[config.mk]
export PLATFORM = sky130hd
export DESIGN_NAME = tst_ctrl
export DESIGN_NICKNAME = d
export VERILOG_FILES = /design/src/rtl/core/tst_pkg.sv /design/src/rtl/core/tst_ctrl.sv
export SDC_FILE = /design/constraint.sdc
export NUM_CORES = 1
export LEC_CHECK = 0
export ABC_AREA = 1
export BUFFER_PORTS_ARGS = -buffer_cell sky130_fd_sc_hd__buf_4
export CORE_MARGIN = 10
export CORE_UTILIZATION = 48
export CTS_CLUSTER_SIZE = 16
export DETAILED_ROUTE_END_ITERATION = 7
export GPL_ROUTABILITY_DRIVEN = 0
export PLACE_DENSITY = 0.85
export SYNTH_ARGS = -nofsm -noshare
export SYNTH_HDL_FRONTEND = slang
export SYNTH_SLANG_ARGS = --single-unit
[constraint.sdc]
create_clock -name clk -period 2 [get_ports clk]
set_input_delay 0.4 -clock clk [delete_from_list [all_inputs] [get_ports clk]]
set_output_delay 0.4 -clock clk [all_outputs]
set_load 0.01 [all_outputs]
[src/rtl/core/tst_pkg.sv]
`timescale 1ns / 1ps
// Package of the top-k successor table: sizes, exponent factors, codes and
// the command and status bundles between controller and datapath. No dependencies.
package tst_pkg;

	localparam int VOCAB     = 4096;
	localparam int K_MAX     = 8;
	localparam int MAX_DRAFT = 16;

	localparam int TOK_W    = 12;
	localparam int CNT_W    = 13;
	localparam int LOGIT_W  = 16;
	localparam int SCORE_W  = 16;
	localparam int KCNT_W   = 4;
	localparam int KIDX_W   = 3;
	localparam int DLEN_W   = 5;
	localparam int FILL_W   = 4;
	localparam int ENT_W    = TOK_W + SCORE_W;
	localparam int ROW_W    = FILL_W + K_MAX * ENT_W;
	localparam int CFG_A_W  = 2;
	localparam int CFG_D_W  = 16;
	localparam int S_DATA_W = 40;
	localparam int M_DATA_W = 16;

	localparam int EXP_STAGES = 12;
	localparam int ACC_W      = 25;
	localparam int FAC_W      = 24;
	localparam int E_W        = 17;
	localparam int SUM_W      = 32;
	localparam int REM_W      = 34;
	localparam int QUO_W      = 18;
	localparam int BIT_W      = 5;

	localparam logic [FAC_W-1:0] EXP_FAC [EXP_STAGES] = '{
		24'd16711808, 24'd16646655, 24'd16517109, 24'd16261035,
		24'd15760736, 24'd14805841, 24'd13066109, 24'd10175896,
		24'd6171993,  24'd2270549,  24'd307285,   24'd5628
	};

	localparam logic [CFG_A_W-1:0] CFG_VOCAB = 2'd0;
	localparam logic [CFG_A_W-1:0] CFG_TOPK  = 2'd1;
	localparam logic [CFG_A_W-1:0] CFG_DECAY = 2'd2;
	localparam logic [CFG_A_W-1:0] CFG_MIN   = 2'd3;

	typedef enum logic [1:0] {
		RS_DONE  = 2'd0,
		RS_IGN   = 2'd1,
		RS_DRAFT = 2'd2
	} res_t;

	typedef enum logic [1:0] {
		EM_UPD_DONE,
		EM_UPD_IGN,
		EM_DR_NONE,
		EM_DR_TOK
	} em_t;

	typedef enum logic [4:0] {
		S_CLEAR,
		S_IDLE,
		S_SCAN,
		S_SUM,
		S_ROW_RD,
		S_ROW_LD,
		S_CAND,
		S_CAND_WAIT,
		S_DIV,
		S_APPLY,
		S_SORT,
		S_WB,
		S_DONE,
		S_IGNORE,
		S_DR_CHK,
		S_DR_WAIT,
		S_DR_FIN
	} state_t;

	typedef struct packed {
		logic clr;
		logic ready;
		logic scan;
		logic sum;
		logic row_rd;
		logic row_ld;
		logic cand_go;
		logic cand_wait;
		logic div;
		logic apply;
		logic sort;
		logic wb;
		logic dr_rd;
		logic dr_adv;
		logic emit;
		em_t  em;
		logic em_last;
	} cmd_t;

	typedef struct packed {
		logic clr_last;
		logic in_valid;
		logic in_kind;
		logic last_logit;
		logic ctx_ok;
		logic scan_done;
		logic sum_done;
		logic e_valid;
		logic div_last;
		logic cand_last;
		logic out_free;
		logic dr_end;
		logic dr_stop;
		logic dr_pend;
	} sts_t;

endpackage

[src/rtl/core/tst_ctrl.sv]
`timescale 1ns / 1ps
// Controller of the successor table: sequences row clearing, update passes,
// candidate scoring and draft walks. Depends on tst_pkg.
module tst_ctrl (
	input  logic          clk,
	input  logic          arst_n,
	input  tst_pkg::sts_t sts,
	output tst_pkg::cmd_t cmd
);

	tst_pkg::state_t state_q, state_d;

	always_ff @(posedge clk or negedge arst_n) begin
		if (!arst_n) begin
			state_q <= tst_pkg::S_CLEAR;
		end else begin
			state_q <= state_d;
		end
	end

	always_comb begin
		state_d = state_q;
		cmd = '0;
		case (state_q)
			tst_pkg::S_CLEAR: begin
				cmd.clr = 1'b1;
				if (sts.clr_last) state_d = tst_pkg::S_IDLE;
			end
			tst_pkg::S_IDLE: begin
				cmd.ready = 1'b1;
				if (sts.in_valid) begin
					if (sts.in_kind) begin
						state_d = tst_pkg::S_DR_CHK;
					end else if (sts.last_logit) begin
						state_d = sts.ctx_ok ? tst_pkg::S_SCAN : tst_pkg::S_IGNORE;
					end
				end
			end
			tst_pkg::S_SCAN: begin
				cmd.scan = 1'b1;
				if (sts.scan_done) state_d = tst_pkg::S_SUM;
			end
			tst_pkg::S_SUM: begin
				cmd.sum = 1'b1;
				if (sts.sum_done) state_d = tst_pkg::S_ROW_RD;
			end
			tst_pkg::S_ROW_RD: begin
				cmd.row_rd = 1'b1;
				state_d = tst_pkg::S_ROW_LD;
			end
			tst_pkg::S_ROW_LD: begin
				cmd.row_ld = 1'b1;
				state_d = tst_pkg::S_CAND;
			end
			tst_pkg::S_CAND: begin
				cmd.cand_go = 1'b1;
				state_d = tst_pkg::S_CAND_WAIT;
			end
			tst_pkg::S_CAND_WAIT: begin
				cmd.cand_wait = 1'b1;
				if (sts.e_valid) state_d = tst_pkg::S_DIV;
			end
			tst_pkg::S_DIV: begin
				cmd.div = 1'b1;
				if (sts.div_last) state_d = tst_pkg::S_APPLY;
			end
			tst_pkg::S_APPLY: begin
				cmd.apply = 1'b1;
				state_d = sts.cand_last ? tst_pkg::S_SORT : tst_pkg::S_CAND;
			end
			tst_pkg::S_SORT: begin
				cmd.sort = 1'b1;
				state_d = tst_pkg::S_WB;
			end
			tst_pkg::S_WB: begin
				cmd.wb = 1'b1;
				state_d = tst_pkg::S_DONE;
			end
			tst_pkg::S_DONE: begin
				if (sts.out_free) begin
					cmd.emit = 1'b1;
					cmd.em = tst_pkg::EM_UPD_DONE;
					cmd.em_last = 1'b1;
					state_d = tst_pkg::S_IDLE;
				end
			end
			tst_pkg::S_IGNORE: begin
				if (sts.out_free) begin
					cmd.emit = 1'b1;
					cmd.em = tst_pkg::EM_UPD_IGN;
					cmd.em_last = 1'b1;
					state_d = tst_pkg::S_IDLE;
				end
			end
			tst_pkg::S_DR_CHK: begin
				if (sts.dr_end) begin
					state_d = tst_pkg::S_DR_FIN;
				end else begin
					cmd.dr_rd = 1'b1;
					state_d = tst_pkg::S_DR_WAIT;
				end
			end
			tst_pkg::S_DR_WAIT: begin
				if (sts.dr_stop) begin
					state_d = tst_pkg::S_DR_FIN;
				end else if (!sts.dr_pend || sts.out_free) begin
					cmd.dr_adv = 1'b1;
					cmd.emit = sts.dr_pend;
					cmd.em = tst_pkg::EM_DR_TOK;
					state_d = tst_pkg::S_DR_CHK;
				end
			end
			tst_pkg::S_DR_FIN: begin
				if (sts.out_free) begin
					cmd.emit = 1'b1;
					cmd.em = sts.dr_pend ? tst_pkg::EM_DR_TOK : tst_pkg::EM_DR_NONE;
					cmd.em_last = 1'b1;
					state_d = tst_pkg::S_IDLE;
				end
			end
			default: begin
				state_d = tst_pkg::S_IDLE;
			end
		endcase
	end

endmodule

## Word level (Yosys, flattened, before mapping)

Cells that the tools add are included.

| cells by class | value |
|---|---|
| equality and inequality tests | 25 |
| reduce and logical (&&, ||, !) cells | 5 |
| muxes and demuxes | 38 |

Operator list:

| operator | count |
|---|---|
| one-hot mux 5 bit (15 select lines) | 1 |
| 2-to-1 mux 5 bit | 12 |
| equality test 5 x 4 -> 1 bit, second input constant | 8 |
| 2-to-1 mux 4 bit | 7 |
| equality test 5 x 3 -> 1 bit, second input constant | 4 |
| 2-to-1 mux 1 bit | 16 |
| inequality test 2 bit, second input constant | 6 |
| one-hot mux 3 bit (4 select lines) | 1 |
| equality test 5 x 2 -> 1 bit, second input constant | 2 |
| AND reduction 9 bit | 1 |
| inequality test 3 bit, second input constant | 2 |
| equality test 5 x 1 -> 1 bit, second input constant | 1 |
| equality test 5 bit, second input constant | 1 |
| zero test 5 bit | 1 |
| one-hot mux 1 bit (3 select lines) | 1 |
| OR reduction 3 bit | 1 |
| inequality test 2 x 1 -> 1 bit, second input constant | 1 |
| zero test 1 bit | 1 |
| logical OR 1 bit | 1 |

| word-level totals | value |
|---|---|
| register bits | 5 |
| output and inout bits | 18 |

## Depth between registers and ports, before layout

Gate-level depths: netlist of run 1.

| depth | value |
|---|---|
| depth after elaboration | 5 |
| mapped depth | 11 |
| mapped depth without buffers | 11 |

## Worst setup path after synthesis of run 1

OpenSTA, ideal clock, no wires.

| timing | value |
|---|---|
| kind | flip-flop to output port |
| start | register state_q[0] |
| end | output port cmd[2] in the netlist's numbering |
| path buffers | 1 |
| path slack | 383 ps |
| data required time | 1,600 ps |
| cell stages (with the launch flop) | 8 |
| arrival time | 1,217 ps |
| path through | dfrtp_1 -> buf_6 -> nand2_1 -> nor2_2 -> nand3_1 -> nor2_1 -> inv_1 -> o21ai_0 |

RTL lines:

| element | line | RTL |
|---|---|---|
| start, declared | tst_ctrl.sv:11 | `tst_pkg::state_t state_q, state_d;` |
| start signal, assigned | tst_ctrl.sv:15 | `state_q <= tst_pkg::S_CLEAR;` |
| start signal, assigned | tst_ctrl.sv:17 | `state_q <= state_d;` |
| end, declared | tst_ctrl.sv:8 | `output tst_pkg::cmd_t cmd` |

==> results of run 1 <==
cell usage after synthesis:
cell	number
inv_2	5
nor2_4	1
nor2_2	6
o211ai_1	1
o21ai_0	3
nor3_1	1
inv_1	28
nand2_2	6
nor2_1	27
buf_6	2
nand3b_1	1
and3_1	1
nand4_1	3
a21oi_1	4
dfrtp_1	5
nand2_1	43
nand3_1	13
nand3_2	1
o22ai_1	1
final cells by class:
type / count / area (um2)
Inverter: 33 / 123.9
Tap cell: 16 / 20.02
Sequential cell: 5 / 130.1
Multi-Input combinational cell: 112 / 515.5
Timing Repair Buffer: 35 / 265.3
Fill cell: 149 / 442.9
Clock buffer: 4 / 26.28
how the worst min path moves through the flow:
stage	slack, ns	start	depth (start not counted)	endpoint
global route	0.50	arst_n	2	state_q[0]$_DFFE_PN0P_
floorplan	0.10	arst_n	0	state_q[0]$_DFFE_PN0P_
finish	0.49	arst_n	2	state_q[1]$_DFFE_PN0P_
global placement	0.20	arst_n	1	state_q[1]$_DFFE_PN0P_
CTS	0.50	arst_n	2	state_q[1]$_DFFE_PN0P_
detailed placement	0.20	arst_n	1	state_q[1]$_DFFE_PN0P_
metal layers:
metal | part of all wire [%] | routed length, um
met1 | 44 | 1082
met2 | 48 | 1177
met3 | 7.6 | 185
met4 | 0 | 0
met5 | 0 | 0
critical path: cells and delay by family, from the launching register on:
kind	cells	cell delay [ns]
compound gates	1	0.11
buf+inv	2	0.20
flops	1	0.47
simple gates	3	0.45
per-stage QoR:
stage,utilization (%),setup slack [ns],hold slack [ns]
floorplan,-,0.3829,0.1044
global placement,67.90,0.3303,0.2018
detailed placement,67.90,0.2846,0.2048
CTS,70.28,0.01849,0.4979
global route,70.94,0.001621,0.4986
finish,70.94,0.1164,0.4870
cell usage in the layout (no fill, tap or decap), drive strengths merged:
cell and n:
nand3b 1, o211ai 1, nor2 34, o21ai 3, dfrtp 5, buf 34, clkbuf 4, and3 1
dlygate4sd3 1, nor3 1, o22ai 1, inv 33, nand3 14, a21oi 4, nand2 49, nand4 3
kinds of logic (layout without fill, tap and decap cells):
group | count (synthesis) | after routing | synth area share (%)
compound gates | 9 | 9 | 6.240
simple gates | 103 | 103 | 59.04
buf+inv | 35 | 72 | 18.72
flops | 5 | 5 | 16.00
timing repair:
item / 4_1_cts / 5_1_grt
resized for setup: 0 / 5
setup endpoints to repair: 0 / 4
hold buffers: 1 / 0
endpoints found under the hold margin: 5 / 0
power groups by stage:
stage | logic, mW | clock network (mW) | registers [mW]
finish | 1.05 | 0.118 | 0.260
global route | 1.18 | 0.131 | 0.267
CTS | 1.04 | 0.120 | 0.240
detailed placement | 1.03 | 0 | 0.244
global placement | 1.02 | 0 | 0.240
floorplan | 0.802 | 0 | 0.187
==> results.toml, run 1 <==
[status]
status = "finished clean"

[power]
power_frac_clock_pct = 8.3
p_sw_mw = 0.7930
leakagePower_nw = 0.7074
combPwrFrac_pct = 73.5
power_density_nw_per_um2 = 1319
power_frac_seq_pct = 18.2
internal_power_mw = 0.6324
switching_share_pct = 55.63
power_mw = 1.425
irDropWorstVdd_mv = 0.7499

[synthesis]
yosys_register_bits = 5
synth_top_area_cell = "nand2_1"
synth_seq_area_share_pct = 16.00
syn_inst = 152
synth_area_per_cell_um2 = 5.145
yosysWarnings = 0
postSynthNetCount = 168
synth_area_um2 = 782.0
synth_cell_types = 19
synthTopCellsByArea = "nand2_1, dfrtp_1, inv_1, nor2_1, nand3_1"
synth_top_cell_area_share_pct = 20.64

[routing]
avgViaCountPerCell = 5.024
avgRoutedWirePerCell_um = 11.93
ant_nets = 0
drc_errors = 0
route.vias.total = 1030
firstDrtPassIters = 4
totalWireLength_um = 2445
drt_iter0_markers = 39

[placement]
postPlaceCellArea_um2 = 1035
io_buffers = 33
dp_cells = 200
dp_hpwl_um = 2113

[global_route]
use_met3_pct = 4.384
grt_pass1_vias = 922
grt.total_usage_pct = 13.05
grt_util_met2_pct = 22.35
grt_max_degree = 10
antenna_found_initial = 0
grt-busiest-layer = "met2"
met1_usage_pct = 15.68
grt_pass1_wl_um = 3822
gr-total-overflow = 0

[timing]
period_share_pct = 94.18
drv_slew = 0
period_needed_ns = 1.884
setup_tns_ns = 0
finalHoldViolations = 0
max_freq_mhz = 530.9
finalClockSkew_ns = 0.002390
grt_setup_unrepaired = "no"
tightest_slew_ns = 0.3113
setup_violations = 0
slew_headroom_pct = 79.24

[clock_network]
cts_buffer_depth = 2
postCtsSetupRepairBufs = 0
cts_tree = "yes"
clock_latency_ns = 0.24
cts-root-buf = "clkbuf_4"
path_clk_slew_ns = 0.04
cts_max_level = 1
cts_sinks = 5
cts_made_buffers = 3

[die]
die_x_um = 60.36
io_pins = 34
initial_utilization_pct = 51.31
core-area_um2 = 1524
num_rows = 14
fp.dieH_um = 60.36
die_area_um2 = 3643

[worst_setup_path]
start_kind = "flip-flop"
required_ns = 1.60
critical_path.startpoint = "state_q[1]$_DFFE_PN0P_"
reg2reg_depth = 8
crit_end = "cmd[3]"
r2r-start = "state_q[4]$_DFFE_PN0P_"
crit_path_max_incr_delay_ns = 0.47
path_max_fanout = 8
r2r_end = "state_q[3]$_DFFE_PN0P_"
crit_path_cell_trace = "nor2_2 > nand3_1 > nand2_1 > inv_1 > o22ai_1 > buf_4"
critical_path_class = "reg2out"
endpoint_kind = "primary output"
reg2reg_slack_ns = 0.51
cp.arrival_ns = 1.48
critPathSlowestCell = "dfrtp_2"

[cells_and_area]
syn2layout_area_growth_pct = 38.24
design_area_um2 = 1081
regMostFlops = "state_q"
largest_reg_flops = 5
layout.cells.non_filler = 205
top_regs = "state_q (5)"
antenna_cells = 0
drive_gt1_share_pct = 31.75
fin_nets = 206

[job]
maxCapViolCount = 0

[min_path]
hold_path_class = "in2async"
Power figures use the tool's default switching activity.
==> run 2, diff against run 1 <==
- CORE_UTILIZATION: 48 -> 35
- PLACE_DENSITY: 0.85 -> unset
==> run 2 against run 1 <==
  * Non-clock buffer count grew 1
  * Cell area up 2.3%
  * Critical endpoint is now cmd[1]
  * Die area grew 24%
  * Register-to-register slack hardly changed
  * Largest power group unchanged
  * Global-route usage shrank 1.6 points
==> results.toml, run 2 (synthesis gave the netlist of run 1 again) <==
[status]
status = "finished clean"

[cells_and_area]
layout.cells.non_filler = 218
final_util_pct = 50.98
regMostFlops = "state_q"
nFillCells = 245
final_cell_mix = "nand2_1, buf_4, inv_1"
final_common_cell = "nand2_1"
fin_nets = 207
antenna_cells = 0
top_regs = "state_q (5)"
drive_gt1_share_pct = 33.16
syn2layout_area_growth_pct = 41.44
largest_reg_flops = 5

[timing]
slew_headroom_pct = 81.89
tightest_slew_ns = 0.2717
period_needed_ns = 1.860
drv_slew = 0
period_share_pct = 93.02
grt_setup_unrepaired = "no"
setup_violations = 0
finalHoldViolations = 0
setup_tns_ns = 0
finalClockSkew_ns = 0.005259
max_freq_mhz = 537.5

[routing]
firstDrtPassIters = 4
avgViaCountPerCell = 4.743
drt_iter0_markers = 34
drc_errors = 0
route.vias.total = 1034
ant_nets = 0
totalWireLength_um = 2450
avgRoutedWirePerCell_um = 11.24

[power]
p_sw_mw = 0.7812
power_frac_clock_pct = 8.0
switching_share_pct = 54.84
power_density_nw_per_um2 = 1288
leakagePower_nw = 0.7107
power_mw = 1.424
irDropWorstVdd_mv = 0.6469
combPwrFrac_pct = 74.7
internal_power_mw = 0.6433
power_frac_seq_pct = 17.3

[placement]
dp_cells = 213
io_buffers = 33
dp_hpwl_um = 2181

[clock_network]
postCtsSetupRepairBufs = 0
cts_sinks = 5
cts-root-buf = "clkbuf_4"
path_clk_slew_ns = 0.05
cts_tree = "yes"
clock_latency_ns = 0.24
cts_made_buffers = 3
cts_max_level = 1
cts_buffer_depth = 2

[worst_setup_path]
critPathSlowestCell = "dfrtp_2"
critical_path_class = "reg2out"
endpoint_kind = "primary output"
start_kind = "flip-flop"
path_max_fanout = 6
crit_path_cell_trace = "nand2_1 > inv_2 > nand3_2 > nor2_2 > inv_1 > o211ai_1 > buf_4"
cp.arrival_ns = 1.46
required_ns = 1.60
crit_path_max_incr_delay_ns = 0.41

[job]
maxCapViolCount = 0

[global_route]
antenna_found_initial = 0
grt_max_degree = 10
grt_pass1_vias = 961
grt_pass1_wl_um = 4243
grt.total_usage_pct = 11.49
gr-total-overflow = 0

[die]
die_x_um = 67.27
num_rows = 17
io_pins = 34
initial_utilization_pct = 36.04
core-area_um2 = 2170
die_area_um2 = 4525
fp.dieH_um = 67.27

[min_path]
hold_path_class = "in2reg"
==> run 2: per-stage QoR <==
stage,setup WS (ns),hold WS (ns),cell area [um2]
3_3_place_gp,0.3394,0.2036,1057
3_5_place_dp,0.2725,0.2048,1057
4_1_cts,0.01947,0.4879,1096
2_1_floorplan,0.3829,0.1044,782.0
5_1_grt,0.004320,0.5089,1106
6_report,0.1397,0.4872,1106
==> run 2: cell type report <==
type	instances	area, um2	share of cell area (%)
clock buffers	4	26.28	2.376
inverters	33	123.9	11.20
multi-input cells	112	518.0	46.83
flip-flops and latches	5	130.1	11.76
well taps	28	35.03	3.167
repair buffers	36	272.8	24.66
==> run 2: what timing repair did <==
action / in CTS / in global routing
gates resized for setup: 2 / 4
endpoints found under the setup margin: 1 / 4
hold endpoints to repair: 5 / 0
hold buffers: 1 / 0
cloned: 0 / 0
==> run 2: power by group through the flow <==
stage                     Combinational [mW]  Sequential, mW  Clock [mW]
after global placement                  1.07           0.236           0
after CTS                               1.07           0.241       0.119
final                                   1.06           0.246       0.114
after detailed placement                1.06           0.238           0
after global routing                    1.21           0.258       0.132
after floorplan                        0.802           0.187           0
==> run 2: routing by layer <==
metal / GRT usage (%) / share of wire [%]
met5: 0 / 0
met1: 15.37 / 46
met3: 4.793 / 10
met4: 0.7692 / 0
met2: 17.54 / 44
==> run 2: path summary, 6_finish.rpt <==
path	from	end	slack [ns]	cells past startpoint
min in group asynchronous	arst_n	state_q[2]$_DFFE_PN0P_	0.50	2
max reg2reg	state_q[3]$_DFFE_PN0P_	state_q[1]$_DFFE_PN0P_	0.51	9
max in group asynchronous	arst_n	state_q[1]$_DFFE_PN0P_	1.38	2
max	state_q[2]$_DFFE_PN0P_	cmd[1]	0.14	7
min reg2reg	state_q[3]$_DFFE_PN0P_	state_q[3]$_DFFE_PN0P_	0.55	2
min	sts[4]	state_q[3]$_DFFE_PN0P_	0.49	5
==> run 2: critical path, delay by kind of cell, from the launching register on <==
family          cells  cell delay [ns]
flops               1             0.41
buf+inv             3             0.34
simple gates        3             0.38
compound gates      1             0.09
==> run 3, diff against run 2 <==
- MAX_ROUTING_LAYER: unset -> met4
- PLACE_DENSITY: unset -> 0.72
==> run 3 against run 2 <==
  * Final cell count rose by 1.8%
  * Sequential power is 2% higher
  * Setup slack worse by 0.050 ns
  * Cell area is 3.4% higher
  * Clock-buffer cell count unchanged
  * Total power is 6.9% higher
  * Fmax fell by 2.6%
  * Critical path type unchanged
  * Critical endpoint is now cmd[5]
  * Largest cell class unchanged
  * Highest routed layer is now met4
==> results.toml, run 3 (synthesis gave the netlist of run 1 again) <==
[worst_setup_path]
r2r-start = "state_q[0]$_DFFE_PN0P_"
critical_path_class = "reg2out"
start_kind = "flip-flop"
required_ns = 1.60
critical_path.startpoint = "state_q[0]$_DFFE_PN0P_"
endpoint_kind = "primary output"
cp.arrival_ns = 1.51
path_max_fanout = 6

[timing]
finalClockSkew_ns = 0.006698
setup_violations = 0
whs_ns = 0.4728
slew_headroom_pct = 80.24
period_share_pct = 95.52
max_freq_mhz = 523.4
finalHoldViolations = 0
drv_slew = 0
period_needed_ns = 1.910
tightest_slew_ns = 0.2963
grt_setup_unrepaired = "yes"

[status]
status = "finished clean"

[routing]
drc_errors = 0
avgRoutedWirePerCell_um = 11.73
route.vias.total = 1050
drt_iter0_markers = 48
totalWireLength_um = 2604
ant_nets = 0
firstDrtPassIters = 4
avgViaCountPerCell = 4.730

[clock_network]
cts_tree = "yes"
cts_made_buffers = 3
cts_buffer_depth = 2
cts_sinks = 5
cts-root-buf = "clkbuf_4"
cts_max_level = 1
clock_latency_ns = 0.25
path_clk_slew_ns = 0.05

[cells_and_area]
layout.cells.non_filler = 222
top_regs = "state_q (5)"
drive_gt1_share_pct = 35.05
final_cell_mix = "nand2_1, buf_4, inv_1"
nFillCells = 228
syn2layout_area_growth_pct = 46.24
fin_nets = 211
largest_reg_flops = 5
antenna_cells = 0
final_common_cell = "nand2_1"
design_area_um2 = 1144
regMostFlops = "state_q"

[power]
power_mw = 1.523
leakagePower_nw = 0.7319
irDropWorstVdd_mv = 0.6585
power_density_nw_per_um2 = 1331

[global_route]
grt_max_degree = 10
grt_pass1_vias = 955
grt_pass1_wl_um = 4057
gr-total-overflow = 0
antenna_found_initial = 0
grt.total_usage_pct = 11.59

[min_path]
hold_start = "sts[4]"
hold_path_class = "in2reg"

[placement]
dp_cells = 213
postPlaceCellArea_um2 = 1057
dp_hpwl_um = 2189
io_buffers = 33

[die]
die_area_um2 = 4525
fp.dieH_um = 67.27
io_pins = 34
num_rows = 17
initial_utilization_pct = 36.04
die_x_um = 67.27
core-area_um2 = 2170

[job]
maxCapViolCount = 0
run 3: changes by cell type in the layout (fill, tap and decap cells not counted), sizes merged:
cell | before | now
buf | 35 | 39
run 3: timing repair:
item,4_1_cts,5_1_grt
setup buffers,0,4
setup endpoints to repair,2,4
resized for setup,1,7
hold endpoints to repair,5,0
hold buffers,1,0
run 3: path summary, 6_finish.rpt:
kind	to	slack (ns)	cells past startpoint
max	cmd[5]	0.09	7
min	state_q[3]$_DFFE_PN0P_	0.47	5
max reg2reg	state_q[1]$_DFFE_PN0P_	0.42	9
min reg2reg	state_q[2]$_DFFE_PN0P_	0.57	2
max in group asynchronous	state_q[1]$_DFFE_PN0P_	1.38	2
min in group asynchronous	state_q[3]$_DFFE_PN0P_	0.49	2
run 3: cell type report:
type / count / area, um2 / area share [%]
Timing Repair Buffer: 40 / 302.8 / 26.48
Multi-Input combinational cell: 112 / 525.5 / 45.95
Tap cell: 28 / 35.03 / 3.063
Inverter: 33 / 123.9 / 10.83
Clock buffer: 4 / 26.28 / 2.298
Sequential cell: 5 / 130.1 / 11.38
run 3: layer usage:
| metal | part of all wire [%] | track usage, % | routed length [um] |
|---|---|---|---|
| met1 | 46 | 13.20 | 1190 |
| met3 | 5.8 | 4.132 | 151 |
| met5 | 0 | - | 0 |
| met4 | 2.0 | 3.846 | 53 |
| met2 | 46 | 18.48 | 1208 |
run 3: per-stage QoR:
| stage | setup WS, ns | TNS, ns | utilization [%] |
|---|---|---|---|
| after floorplan | 0.3829 | 0 | - |
| after global placement | 0.3129 | 0 | 48.73 |
| after detailed placement | 0.2649 | 0 | 48.73 |
| after CTS | 0.03626 | 0 | 50.46 |
| after global routing | -0.001498 | -0.001498 | 52.71 |
| final | 0.08950 | 0 | 52.71 |
run 3: critical path, cell delays in order, from the launching register on:
cell and delay [ns]:
dfrtp_2 0.46, buf_4 0.17, inv_1 0.11, nand3_2 0.15, nor2_2 0.15, nand2_2 0.08, inv_1 0.05, buf_4 0.11
run 3: power breakdown:
group | total (mW) | switching [mW] | leakage [nW] | internal [mW]
sequential | 0.251 | 0.0926 | 0.0584 | 0.158
clock | 0.119 | 0.0435 | 0.0150 | 0.0756
combinational | 1.15 | 0.692 | 0.658 | 0.461
total | 1.52 | 0.828 | 0.732 | 0.695
